--- src/design/xcfr_pkg.sv ---
// Shared types and constants for the XOR-checked frame receiver.
// No dependencies; the front, queue, back and top files import this package.
package xcfr_pkg;

  // lengths cover the full MAX_LEN range (7 bits, up to 127)
  localparam int LEN_W     = 7;
  localparam int Q_DEPTH   = 2;
  localparam int CFG_IDX_W = 1;

  localparam logic [CFG_IDX_W-1:0] REG_HEADER = 1'b0;
  localparam logic [CFG_IDX_W-1:0] REG_TAIL   = 1'b1;

  localparam logic OP_BYTE = 1'b0;
  localparam logic OP_READ = 1'b1;

  // read command from front to back
  typedef struct packed {
    logic             avail;
    logic             bank;
    logic [LEN_W-1:0] len;
  } rd_cmd_t;

  typedef enum logic [4:0] {
    PH_HEADER = 5'b00001,
    PH_LENGTH = 5'b00010,
    PH_DATA   = 5'b00100,
    PH_CHECK  = 5'b01000,
    PH_TAIL   = 5'b10000
  } phase_t;

endpackage

--- src/design/xcfr_ram.sv ---
// Generic simple dual-port RAM: one write port, one read port, registered read.
// No dependencies.
module xcfr_ram #(
  parameter int WIDTH = 8,
  parameter int DEPTH = 64
) (
  input  logic                     clk,
  input  logic                     we,
  input  logic [$clog2(DEPTH)-1:0] waddr,
  input  logic [WIDTH-1:0]         wdata,
  input  logic                     re,
  input  logic [$clog2(DEPTH)-1:0] raddr,
  output logic [WIDTH-1:0]         rdata
);

  logic [WIDTH-1:0] mem [DEPTH];

  always_ff @(posedge clk) begin
    if (we) begin
      mem[waddr] <= wdata;
    end
    if (re) begin
      rdata <= mem[raddr];
    end
  end

endmodule

--- src/design/xcfr_front.sv ---
// Front end: config registers, frame parser, payload writes, read classification.
// Depends on xcfr_pkg; writes payload into the banked RAM, pushes read commands.
module xcfr_front #(
  parameter int MAX_LEN = 32,
  parameter int IW      = 5
) (
  input  logic                            clk,
  input  logic                            rst,
  input  logic                            cfg_we,
  input  logic [xcfr_pkg::CFG_IDX_W-1:0]  cfg_index,
  input  logic [7:0]                      cfg_data,
  input  logic                            in_valid,
  output logic                            in_ready,
  input  logic                            operation,
  input  logic [7:0]                      rx_byte,
  input  logic                            q_full,
  input  logic                            rd_busy,
  output logic                            push,
  output xcfr_pkg::rd_cmd_t               push_cmd,
  output logic                            ram_we,
  output logic [IW:0]                     ram_waddr,
  output logic [7:0]                      ram_wdata
);
  import xcfr_pkg::*;

  phase_t           phase;
  logic [7:0]       hdr;
  logic [7:0]       tl;
  logic [LEN_W-1:0] exp_len;
  logic [LEN_W-1:0] cnt;
  logic [LEN_W-1:0] cnt_inc;
  logic [7:0]       run_xor;
  logic [7:0]       chk;
  logic [LEN_W-1:0] lat_len;
  logic             lat_bank;
  logic             ready_flag;
  logic             accept;

  // payload writes go to the bank not holding the latest frame; hold them
  // off while any read is still pending, since that bank may be in use
  assign in_ready  = !q_full && !((phase == PH_DATA) && rd_busy);
  assign accept    = in_valid && in_ready;
  assign cnt_inc   = cnt + LEN_W'(1);

  assign push      = accept && (operation == OP_READ);
  assign push_cmd  = '{avail: ready_flag, bank: lat_bank,
                       len: ready_flag ? lat_len : '0};

  assign ram_we    = accept && (operation == OP_BYTE) && (phase == PH_DATA);
  assign ram_waddr = {~lat_bank, cnt[IW-1:0]};
  assign ram_wdata = rx_byte;

  always_ff @(posedge clk) begin
    if (rst) begin
      phase      <= PH_HEADER;
      hdr        <= 8'hFF;
      tl         <= 8'hFE;
      exp_len    <= '0;
      cnt        <= '0;
      run_xor    <= '0;
      chk        <= '0;
      lat_len    <= '0;
      lat_bank   <= 1'b0;
      ready_flag <= 1'b0;
    end else begin
      if (cfg_we) begin
        case (cfg_index)
          REG_HEADER: hdr <= cfg_data;
          REG_TAIL:   tl  <= cfg_data;
          default: ;
        endcase
      end
      if (push) begin
        ready_flag <= 1'b0;
      end
      if (accept && (operation == OP_BYTE)) begin
        case (phase)
          PH_HEADER: begin
            if (rx_byte == hdr) begin
              phase   <= PH_LENGTH;
              run_xor <= hdr;
              cnt     <= '0;
            end
          end
          PH_LENGTH: begin
            if (rx_byte > 8'(MAX_LEN)) begin
              phase <= PH_HEADER;
            end else begin
              exp_len <= LEN_W'(rx_byte);
              cnt     <= '0;
              run_xor <= run_xor ^ rx_byte;
              phase   <= (rx_byte == 8'd0) ? PH_CHECK : PH_DATA;
            end
          end
          PH_DATA: begin
            cnt     <= cnt_inc;
            run_xor <= run_xor ^ rx_byte;
            if (cnt_inc >= exp_len) begin
              phase <= PH_CHECK;
            end
          end
          PH_CHECK: begin
            chk   <= rx_byte;
            phase <= PH_TAIL;
          end
          PH_TAIL: begin
            // commit = swap banks
            if ((rx_byte == tl) && (chk == run_xor)) begin
              lat_len    <= exp_len;
              lat_bank   <= ~lat_bank;
              ready_flag <= 1'b1;
            end
            if (rx_byte == hdr) begin
              phase   <= PH_LENGTH;
              run_xor <= hdr;
              cnt     <= '0;
            end else begin
              phase <= PH_HEADER;
            end
          end
          default: phase <= PH_HEADER;
        endcase
      end
    end
  end

endmodule

--- src/design/xcfr_queue.sv ---
// Short FIFO of read commands between front and back.
// Depends on xcfr_pkg for the command type and depth.
module xcfr_queue (
  input  logic              clk,
  input  logic              rst,
  input  logic              push,
  input  xcfr_pkg::rd_cmd_t push_cmd,
  output logic              full,
  output logic              q_valid,
  output xcfr_pkg::rd_cmd_t q_cmd,
  input  logic              pop
);
  import xcfr_pkg::*;

  localparam int PW = (Q_DEPTH > 1) ? $clog2(Q_DEPTH) : 1;
  localparam int CW = $clog2(Q_DEPTH + 1);

  rd_cmd_t        entries [Q_DEPTH];
  logic [PW-1:0]  wr_ptr;
  logic [PW-1:0]  rd_ptr;
  logic [CW-1:0]  count;

  assign full    = (count == CW'(Q_DEPTH));
  assign q_valid = (count != '0);
  assign q_cmd   = entries[rd_ptr];

  always_ff @(posedge clk) begin
    if (rst) begin
      wr_ptr <= '0;
      rd_ptr <= '0;
      count  <= '0;
    end else begin
      if (push) begin
        entries[wr_ptr] <= push_cmd;
        wr_ptr <= (wr_ptr == PW'(Q_DEPTH - 1)) ? '0 : wr_ptr + PW'(1);
      end
      if (pop) begin
        rd_ptr <= (rd_ptr == PW'(Q_DEPTH - 1)) ? '0 : rd_ptr + PW'(1);
      end
      if (push && !pop) begin
        count <= count + CW'(1);
      end else if (pop && !push) begin
        count <= count - CW'(1);
      end
    end
  end

endmodule

--- src/design/xcfr_back.sv ---
// Back end: executes read commands, streams payload words from RAM (or one bare
// word for nothing new or an empty frame) into the output register. Depends on xcfr_pkg; reads the banked payload RAM.
module xcfr_back #(
  parameter int IW = 5
) (
  input  logic              clk,
  input  logic              rst,
  input  logic              q_valid,
  input  xcfr_pkg::rd_cmd_t q_cmd,
  output logic              pop,
  output logic              busy,
  output logic              ram_re,
  output logic [IW:0]       ram_raddr,
  input  logic [7:0]        ram_rdata,
  output logic              out_valid,
  input  logic              out_ready,
  output logic              frame_available,
  output logic [5:0]        frame_length,
  output logic              has_data,
  output logic [4:0]        byte_index,
  output logic [7:0]        data_byte,
  output logic              last
);
  import xcfr_pkg::*;

  logic             active;
  logic             flight;
  logic             bank;
  logic [LEN_W-1:0] len;
  logic [LEN_W-1:0] idx;
  logic [LEN_W-1:0] rd_idx;
  logic             out_free;
  logic             last_hit;
  logic             load_word;

  assign out_free  = !out_valid || out_ready;
  assign ram_re    = active && !flight && out_free;
  assign ram_raddr = {bank, idx[IW-1:0]};
  assign pop       = !active && !flight && q_valid && out_free;
  assign busy      = active || flight;
  assign last_hit  = ((rd_idx + LEN_W'(1)) == len);
  // output register takes a new word this cycle
  assign load_word = flight || (pop && !(q_cmd.avail && (q_cmd.len != '0)));

  always_ff @(posedge clk) begin
    if (rst) begin
      active    <= 1'b0;
      flight    <= 1'b0;
      out_valid <= 1'b0;
    end else begin
      if (out_valid && out_ready && !load_word) begin
        out_valid <= 1'b0;
      end
      if (flight) begin
        // RAM data lands; output register was freed when the read issued
        flight          <= 1'b0;
        out_valid       <= 1'b1;
        frame_available <= 1'b1;
        frame_length    <= len[5:0];
        has_data        <= 1'b1;
        byte_index      <= rd_idx[4:0];
        data_byte       <= ram_rdata;
        last            <= last_hit;
        if (last_hit) begin
          active <= 1'b0;
        end
      end else if (ram_re) begin
        flight <= 1'b1;
        rd_idx <= idx;
        idx    <= idx + LEN_W'(1);
      end else if (pop) begin
        if (q_cmd.avail && (q_cmd.len != '0)) begin
          active <= 1'b1;
          bank   <= q_cmd.bank;
          len    <= q_cmd.len;
          idx    <= '0;
        end else begin
          // nothing new, or an empty frame: single word
          out_valid       <= 1'b1;
          frame_available <= q_cmd.avail;
          frame_length    <= '0;
          has_data        <= 1'b0;
          byte_index      <= '0;
          data_byte       <= '0;
          last            <= 1'b1;
        end
      end
    end
  end

endmodule

--- src/design/xor_checked_frame_receiver.sv ---
// Top level of the XOR-checked frame receiver: front parser, command queue,
// back streamer and two-bank payload RAM. Depends on xcfr_pkg and the front, queue, RAM and back modules.
//
// A received byte (operation 0) gives no output word.
// A read (operation 1) gives one output word, or one word per payload byte of the
// latest frame; the RAM read is registered, and the back end issues the next payload
// read only after the previous word has reached the output register. While the
// parser expects payload bytes, every input word (payload byte or read) is held
// off (in_ready low) as long as a read is still queued or streaming, since both
// banks of the payload RAM may be involved; header, length, check and tail bytes
// are never held off this way. Any input word is also held off while the
// two-entry read queue is full.
// A good frame is committed by swapping RAM banks, so no copy pass is needed.
// There is no clearing pass after reset.
module xor_checked_frame_receiver #(
  parameter int MAX_LEN = 32
) (
  input  logic                           clk,
  input  logic                           rst,
  input  logic                           cfg_we,
  input  logic [xcfr_pkg::CFG_IDX_W-1:0] cfg_index,
  input  logic [7:0]                     cfg_data,
  input  logic                           in_valid,
  output logic                           in_ready,
  input  logic                           operation,
  input  logic [7:0]                     rx_byte,
  output logic                           out_valid,
  input  logic                           out_ready,
  output logic                           frame_available,
  output logic [5:0]                     frame_length,
  output logic                           has_data,
  output logic [4:0]                     byte_index,
  output logic [7:0]                     data_byte,
  output logic                           last
);
  import xcfr_pkg::*;

  localparam int IW = (MAX_LEN > 1) ? $clog2(MAX_LEN) : 1;

  logic        q_full;
  logic        q_valid;
  logic        push;
  logic        pop;
  logic        back_busy;
  logic        rd_busy;
  rd_cmd_t     push_cmd;
  rd_cmd_t     q_cmd;
  logic        ram_we;
  logic [IW:0] ram_waddr;
  logic [7:0]  ram_wdata;
  logic        ram_re;
  logic [IW:0] ram_raddr;
  logic [7:0]  ram_rdata;

  assign rd_busy = q_valid || back_busy;

  xcfr_front #(.MAX_LEN(MAX_LEN), .IW(IW)) u_front (
    .clk, .rst, .cfg_we, .cfg_index, .cfg_data,
    .in_valid, .in_ready, .operation, .rx_byte,
    .q_full, .rd_busy, .push, .push_cmd,
    .ram_we, .ram_waddr, .ram_wdata
  );

  xcfr_queue u_queue (
    .clk, .rst, .push, .push_cmd, .full(q_full), .q_valid, .q_cmd, .pop
  );

  xcfr_ram #(.WIDTH(8), .DEPTH(2 * (2 ** IW))) u_ram (
    .clk, .we(ram_we), .waddr(ram_waddr), .wdata(ram_wdata),
    .re(ram_re), .raddr(ram_raddr), .rdata(ram_rdata)
  );

  xcfr_back #(.IW(IW)) u_back (
    .clk, .rst, .q_valid, .q_cmd, .pop, .busy(back_busy),
    .ram_re, .ram_raddr, .ram_rdata,
    .out_valid, .out_ready, .frame_available, .frame_length,
    .has_data, .byte_index, .data_byte, .last
  );

endmodule

--- config.mk ---
export PLATFORM = sky130hd
export DESIGN_NAME = xor_checked_frame_receiver
export DESIGN_NICKNAME = d
export VERILOG_FILES = /design/src/design/xcfr_pkg.sv /design/src/design/xcfr_ram.sv /design/src/design/xcfr_front.sv /design/src/design/xcfr_queue.sv /design/src/design/xcfr_back.sv /design/src/design/xor_checked_frame_receiver.sv
export SDC_FILE = /design/constraint.sdc
export NUM_CORES = 1
export LEC_CHECK = 0
export ABC_AREA = 1
export BUFFER_PORTS_ARGS = -buffer_cell sky130_fd_sc_hd__buf_4
export CAP_MARGIN = 25
export CELL_PAD_IN_SITES_DETAIL_PLACEMENT = 0
export CELL_PAD_IN_SITES_GLOBAL_PLACEMENT = 1
export CORE_AREA = 2 2 226 228
export DETAILED_ROUTE_END_ITERATION = 10
export DIE_AREA = 0 0 228 230
export PLACE_DENSITY = 0.83
export SLEW_MARGIN = 20
export SYNTH_ARGS = -nofsm -noshare
export SYNTH_HDL_FRONTEND = slang
export SYNTH_SLANG_ARGS = --single-unit
--- constraint.sdc ---
create_clock -name clk -period 6.74 [get_ports clk]
set_input_delay 0 -clock clk [delete_from_list [all_inputs] [get_ports clk]]
set_output_delay 0 -clock clk [all_outputs]
set_load 0.05 [all_outputs]
After elaboration in Yosys (flattened, before gate mapping):

Memory sizes are Yosys's and may differ from the RTL's. A register that Yosys moved wholly into a read port is not among the register bits.
Index checks and enable logic that the tools add are counted.

* eq/ne operators: 17
* add/subtract/negate cells: 7
* shifts and indexed selects: 0
* order comparisons: 2
* $mul: 0
* bitwise operators: 8
* multiplexer cells: 64
* reductions and logical operators: 54
* divide/modulo/power cells: 0

Operators by type and width (number)
* 8-bit two-way mux: 6
* 7-bit two-way mux: 6
* 5-bit two-way mux: 7
* 1-bit two-way mux: 34
* 5-bit case mux with 5 select lines: 1
* 8-bit equality test: 3
* 6-bit two-way mux: 4
* 8-bit case mux with 3 select lines: 1
* 7-bit by 1-bit adder with 7-bit output (second input constant): 3
* 7-bit case mux with 3 select lines: 1
* 1-bit logical AND: 18
* 4-bit AND reduction: 4
* 3-bit AND reduction: 4
* 2-bit nonzero test: 6
* 1-bit zero test: 9
* 8-bit by 6-bit > comparator with 1-bit output (second input constant): 1
* 8-bit zero test: 1
* 2-bit by 1-bit != test with 1-bit output (second input constant): 4
* 8-bit bitwise XOR: 1
* 7-bit equality test: 1
* 7-bit >= comparator: 1
* 1-bit NOT: 7
* 7-bit nonzero test: 1
* 2-bit two-way mux: 3
* other kinds (16): 25

* logic and storage cells: 180
* ROM bits: 0
* latch bits: 0
* register bits: 111
* memories: 2
* bits in writable memories: 530

Memories
* u_ram.mem: words 64, bits a word 8, rd ports 1, clocked after memory_dff 1, wr ports 1, RTL line xcfr_ram.sv:16 `logic [WIDTH-1:0] mem [DEPTH];`
* u_queue.entries: words 2, bits a word 9, rd ports 1, clocked after memory_dff 1, wr ports 1, RTL line xcfr_queue.sv:18 `rd_cmd_t entries [Q_DEPTH];`

Depth between registers and ports, before layout:

* depth after elaboration: 13
* gate-level depth with buffers: 14

By module:

Synthesis repeated with hierarchy kept, for this count alone.

* cell total of the unflattened synthesis: 2694
* area, all modules: 28194.5 sq um

Modules (own cells, without submodules)
* xcfr_ram: times used 1, cells each 1822, sequential area each 15615.0 sq um, area each 21371.7 sq um
* xcfr_front: times used 1, cells each 594, sequential area each 1201.2 sq um, area each 3767.4 sq um
* xcfr_back: times used 1, cells each 213, sequential area each 1381.3 sq um, area each 2123.3 sq um
* xcfr_queue: times used 1, cells each 62, sequential area each 640.6 sq um, area each 920.9 sq um
* xor_checked_frame_receiver: times used 1, cells each 3, sequential area each 0.0 sq um, area each 11.3 sq um

Least setup slack after synthesis:

OpenSTA, ideal clock, no wires.

* path type: register -> register
* start point: reg u_back.out_valid
* end point: reg u_back.idx[0] (enable)
* required time: 6.367 ns
* arrival time: 2.025 ns
* library setup time: 0.373 ns
* slack: 4.341 ns
* stages on the path, launching flop included: 8
* cell sequence: dfxtp_1 -> inv_1 -> nor2_1 -> nor2_1 -> inv_1 -> nor2_1 -> clkinv_1 -> a21oi_1

* word-level cells in the longest chain between the ends: 5

Ends and longest elaborated chain
* from (decl): RTL line xcfr_back.sv:15 `output logic out_valid,`
* from (signal assigned): RTL line xcfr_back.sv:49 `out_valid <= 1'b0;`
* from (signal assigned): RTL line xcfr_back.sv:52 `out_valid <= 1'b0;`
* from (signal assigned): RTL line xcfr_back.sv:57 `out_valid <= 1'b1;`
* 1-bit zero test *: RTL line xcfr_back.sv:36 `assign out_free = !out_valid || out_ready;`
* 1-bit logical OR *: RTL line xcfr_back.sv:36
* 1-bit logical AND *: RTL line xcfr_back.sv:37 `assign ram_re = active && !flight && out_free;`
* net ram_re: RTL line xor_checked_frame_receiver.sv:51 `logic ram_re;`
* 2-bit nonzero test (no line)
* 4-bit AND reduction (no line) *
* to (signal assigned): RTL line xcfr_back.sv:70 `idx <= idx + LEN_W'(1);`
* to (decl): RTL line xcfr_back.sv:30 `logic [LEN_W-1:0] idx;`

The timed path passes the listed nets; every way through them passes the cells marked *.
A chain may end at the register's enable or synchronous reset.

==> flow_metrics.tcl <==
set metrics [dict create \
    outcome "finished with violations" \
    violations "hold timing" \
    post-route-min-period_ns 3.27 \
    worstSetupPathType "reg -> reg" \
    grt_pass1_vias 17521 \
    antenna_found_initial 0 \
    ys_ff_latch 650 \
    cp.arrival_ns 3.73 \
    crit_required_ns 7.20 \
    area_delta_synth_final_pct 11.3 \
    chipWidth_um 228 \
    cts_sinks 650 \
    ys_seq_area_frac 0.691 \
    nets 2515 \
    synth_area_per_cell_um2 11.1 \
    vias 18221 \
    ys_async_sr_fraction 0 \
    cts_made_buffers 67 \
    setup_viol 0 \
    synth_cell_type_count 41 \
    grt_pass1_wl_um 102000 \
    dp_cells 3058 \
    hpwl_um 37800 \
    power_density_mw_per_mm2 337 \
    pin_count 47 \
    vias_per_cell 5.70 \
    fin_setup_tns_ns 0 \
    synth_top_area_frac 0.641 \
    hold_viol 1 \
    cts_resized 0 \
    grt.overflow.total 0 \
    drc 0 \
    leakagePower_nw 10.8 \
    diodes 0 \
    drive_gt1_frac 0.0824 \
    place.gp.congestion 0.841 \
    die_y_um 230 \
    drt_pre_antenna_iters 7 \
    crit_path_cell_trace "buf_12, buf_4, o21ai_0, o211ai_1, o211ai_1, nand2_1, nand2_1, nand2_1" \
    wl_per_cell_um 20.5 \
    cts_tree "built" \
    core-area_mm2 0.0499 \
    worst_slew_pin_slew_ns 1.06 \
    netlist_area_mm2 0.0273 \
    post-route-period-util 0.485 \
    synth_common_cells "edfxtp_1 (582), nor2_1 (429), nand2_1 (371)" \
    port_buffers 46 \
    dieArea_mm2 0.0524 \
    synth_top_flop_cell "edfxtp_1" \
    ctsRootBufferMaster "clkbuf_16" \
    wirelength_um 65600 \
    yosysMostFrequentCell "edfxtp_1" \
    crit_buf_inv 2 \
    drtAntennaViolNets 0 \
    yosys.area.top_type "edfxtp_1" \
    fin_skew_ns 0.0266 \
    vdd_drop_max_mv 0.232 \
    insertion_delay_ns 0.60 \
    grt_util_all_layers 0.251 \
    holdBufCountCts 24 \
    synth_edf_count 582 \
    htree_levels 3 \
    cts_setup_buffers 0 \
    critPathMaxStageDelay_ns 0.88 \
    clkTransAtPathRegs_ns 0.06 \
    path_common_cell "nand2_1" \
    drv_cap 0 \
    num_rows 82 \
    critPathTopFamily "buffers and inverters" \
    grt_max_degree 207 \
    worst_hold_slack_ns -0.000429 \
    max-slew-margin-rel 0.296 \
    final_area_mm2 0.0303 \
    cts_buffer_depth 3 \
    critPathCaptureType "flop" \
    drtIter0Drc 1943 \
    maxClockFrequency_mhz 306 \
    rsz0062_at_grt "false" \
    yosysWarnings 0 \
    hold_path_class "in -> reg" \
    critPathSlowestCell "buf_4" \
    synth_nets 2489 \
    initial_core_util 0.547 \
    dpl-instance-area_mm2 0.0280 \
    final_cell_count_no_fill 3196 \
    cp_max_fo 173 \
    maxSlewViolCount 0 \
    p_total_mw 10.2 \
    synthTopCellsByArea "edfxtp_1 (64%), nor2_1 (5.9%), nand2_1 (5.1%), dfxtp_1 (5.0%), o21ai_0 (4.7%)" \
    synth_cells 2455 \
    critPathLaunchType "flop" \
]
## flip-flops by register name (all words and copies together) (netlist names), 8 cells and up, named ones only
register and count:
u_back.data_byte 8, u_front.chk 8, u_front.hdr 8, u_front.run_xor 8, u_front.tl 8, u_queue.entries 18, u_ram.mem 512, u_ram.rdata 8
## stage by stage
stage | utilization | setup WS [ns]
6_report | 0.608 | 3.47
4_1_cts | 0.607 | 3.56
3_3_place_gp | 0.561 | 3.50
2_1_floorplan | - | 4.34
3_5_place_dp | 0.561 | 3.58
5_1_grt | 0.608 | 3.29
## worst register-to-register path, cell delays in order, from the launching register on
cell and delay, ns:
edfxtp_1 0.47, buf_12 0.53, buf_4 0.95, o21ai_0 0.29, o211ai_1 0.34, o211ai_1 0.23
nand2_1 0.15, nand2_1 0.10, nand2_1 0.08
## metal layers
metal / vias up / share of wire / track usage / wire [µm]
met4: 0 / 0.025 / 0.0821 / 1640
met5: - / 0 / 0 / 0
met1: 8858 / 0.43 / 0.351 / 28000
met3: 93 / 0.071 / 0.0358 / 4660
li1: 8583 / - / - / -
met2: 687 / 0.48 / 0.408 / 31300
## worst paths after layout
check | startpoint | end | slack (ns) | cells past startpoint
worst max-delay path | u_back.idx[0] | u_ram.rdata[0] | 3.47 | 8
worst min-delay path | rx_byte[2] | u_ram.mem[52][2] | -0.0004 | 1
worst max register to register | u_back.idx[0] | u_ram.rdata[0] | 3.47 | 8
worst min register to register | u_back.idx[5] | u_back.rd_idx[5] | 0.47 | 0
## final cells by class
cell class                 instances  area [µm²]
timing repair buffer              84         736
multi-input combinational       1500        7180
tap                              672         841
inverter                         178         673
clock buffer                      87        1860
fill                            4042       19500
sequential                       650       18800
clock inverter                    25         199
## report_power, final
group          switching (mW)  leakage (nW)  internal (mW)  total [mW]
combinational            1.47          3.98          0.576        2.05
clock                    1.48          1.01           2.05        3.53
sequential              0.112          5.81           4.54        4.65
total                    3.06          10.8           7.16        10.2
## placed cells by master, fill, tap and decap left out, types with 56 or more instances in the layout
master	n
buf_4	57
edfxtp_1	582
clkbuf_16	71
nand3_1	122
o211ai_1	71
dfxtp_1	68
nand2_1	371
nor2_1	428
a21oi_1	56
o21ai_0	256
inv_1	155
## kinds of logic (layout without fill, tap and decap cells)
kind of cell,count (synthesis),after routing,share of synthesized area
adder cells (fa/ha/maj),11,11,0.00505
buffers and inverters,305,374,0.0456
AND/OR/NAND/NOR,1007,1007,0.156
AO/OA/AOI/OAI,452,452,0.0921
flip-flops,650,650,0.691
multiplexers,1,1,0.000367
XOR/XNOR,29,29,0.00932
No activity file was read; power rests on OpenSTA's default activity.
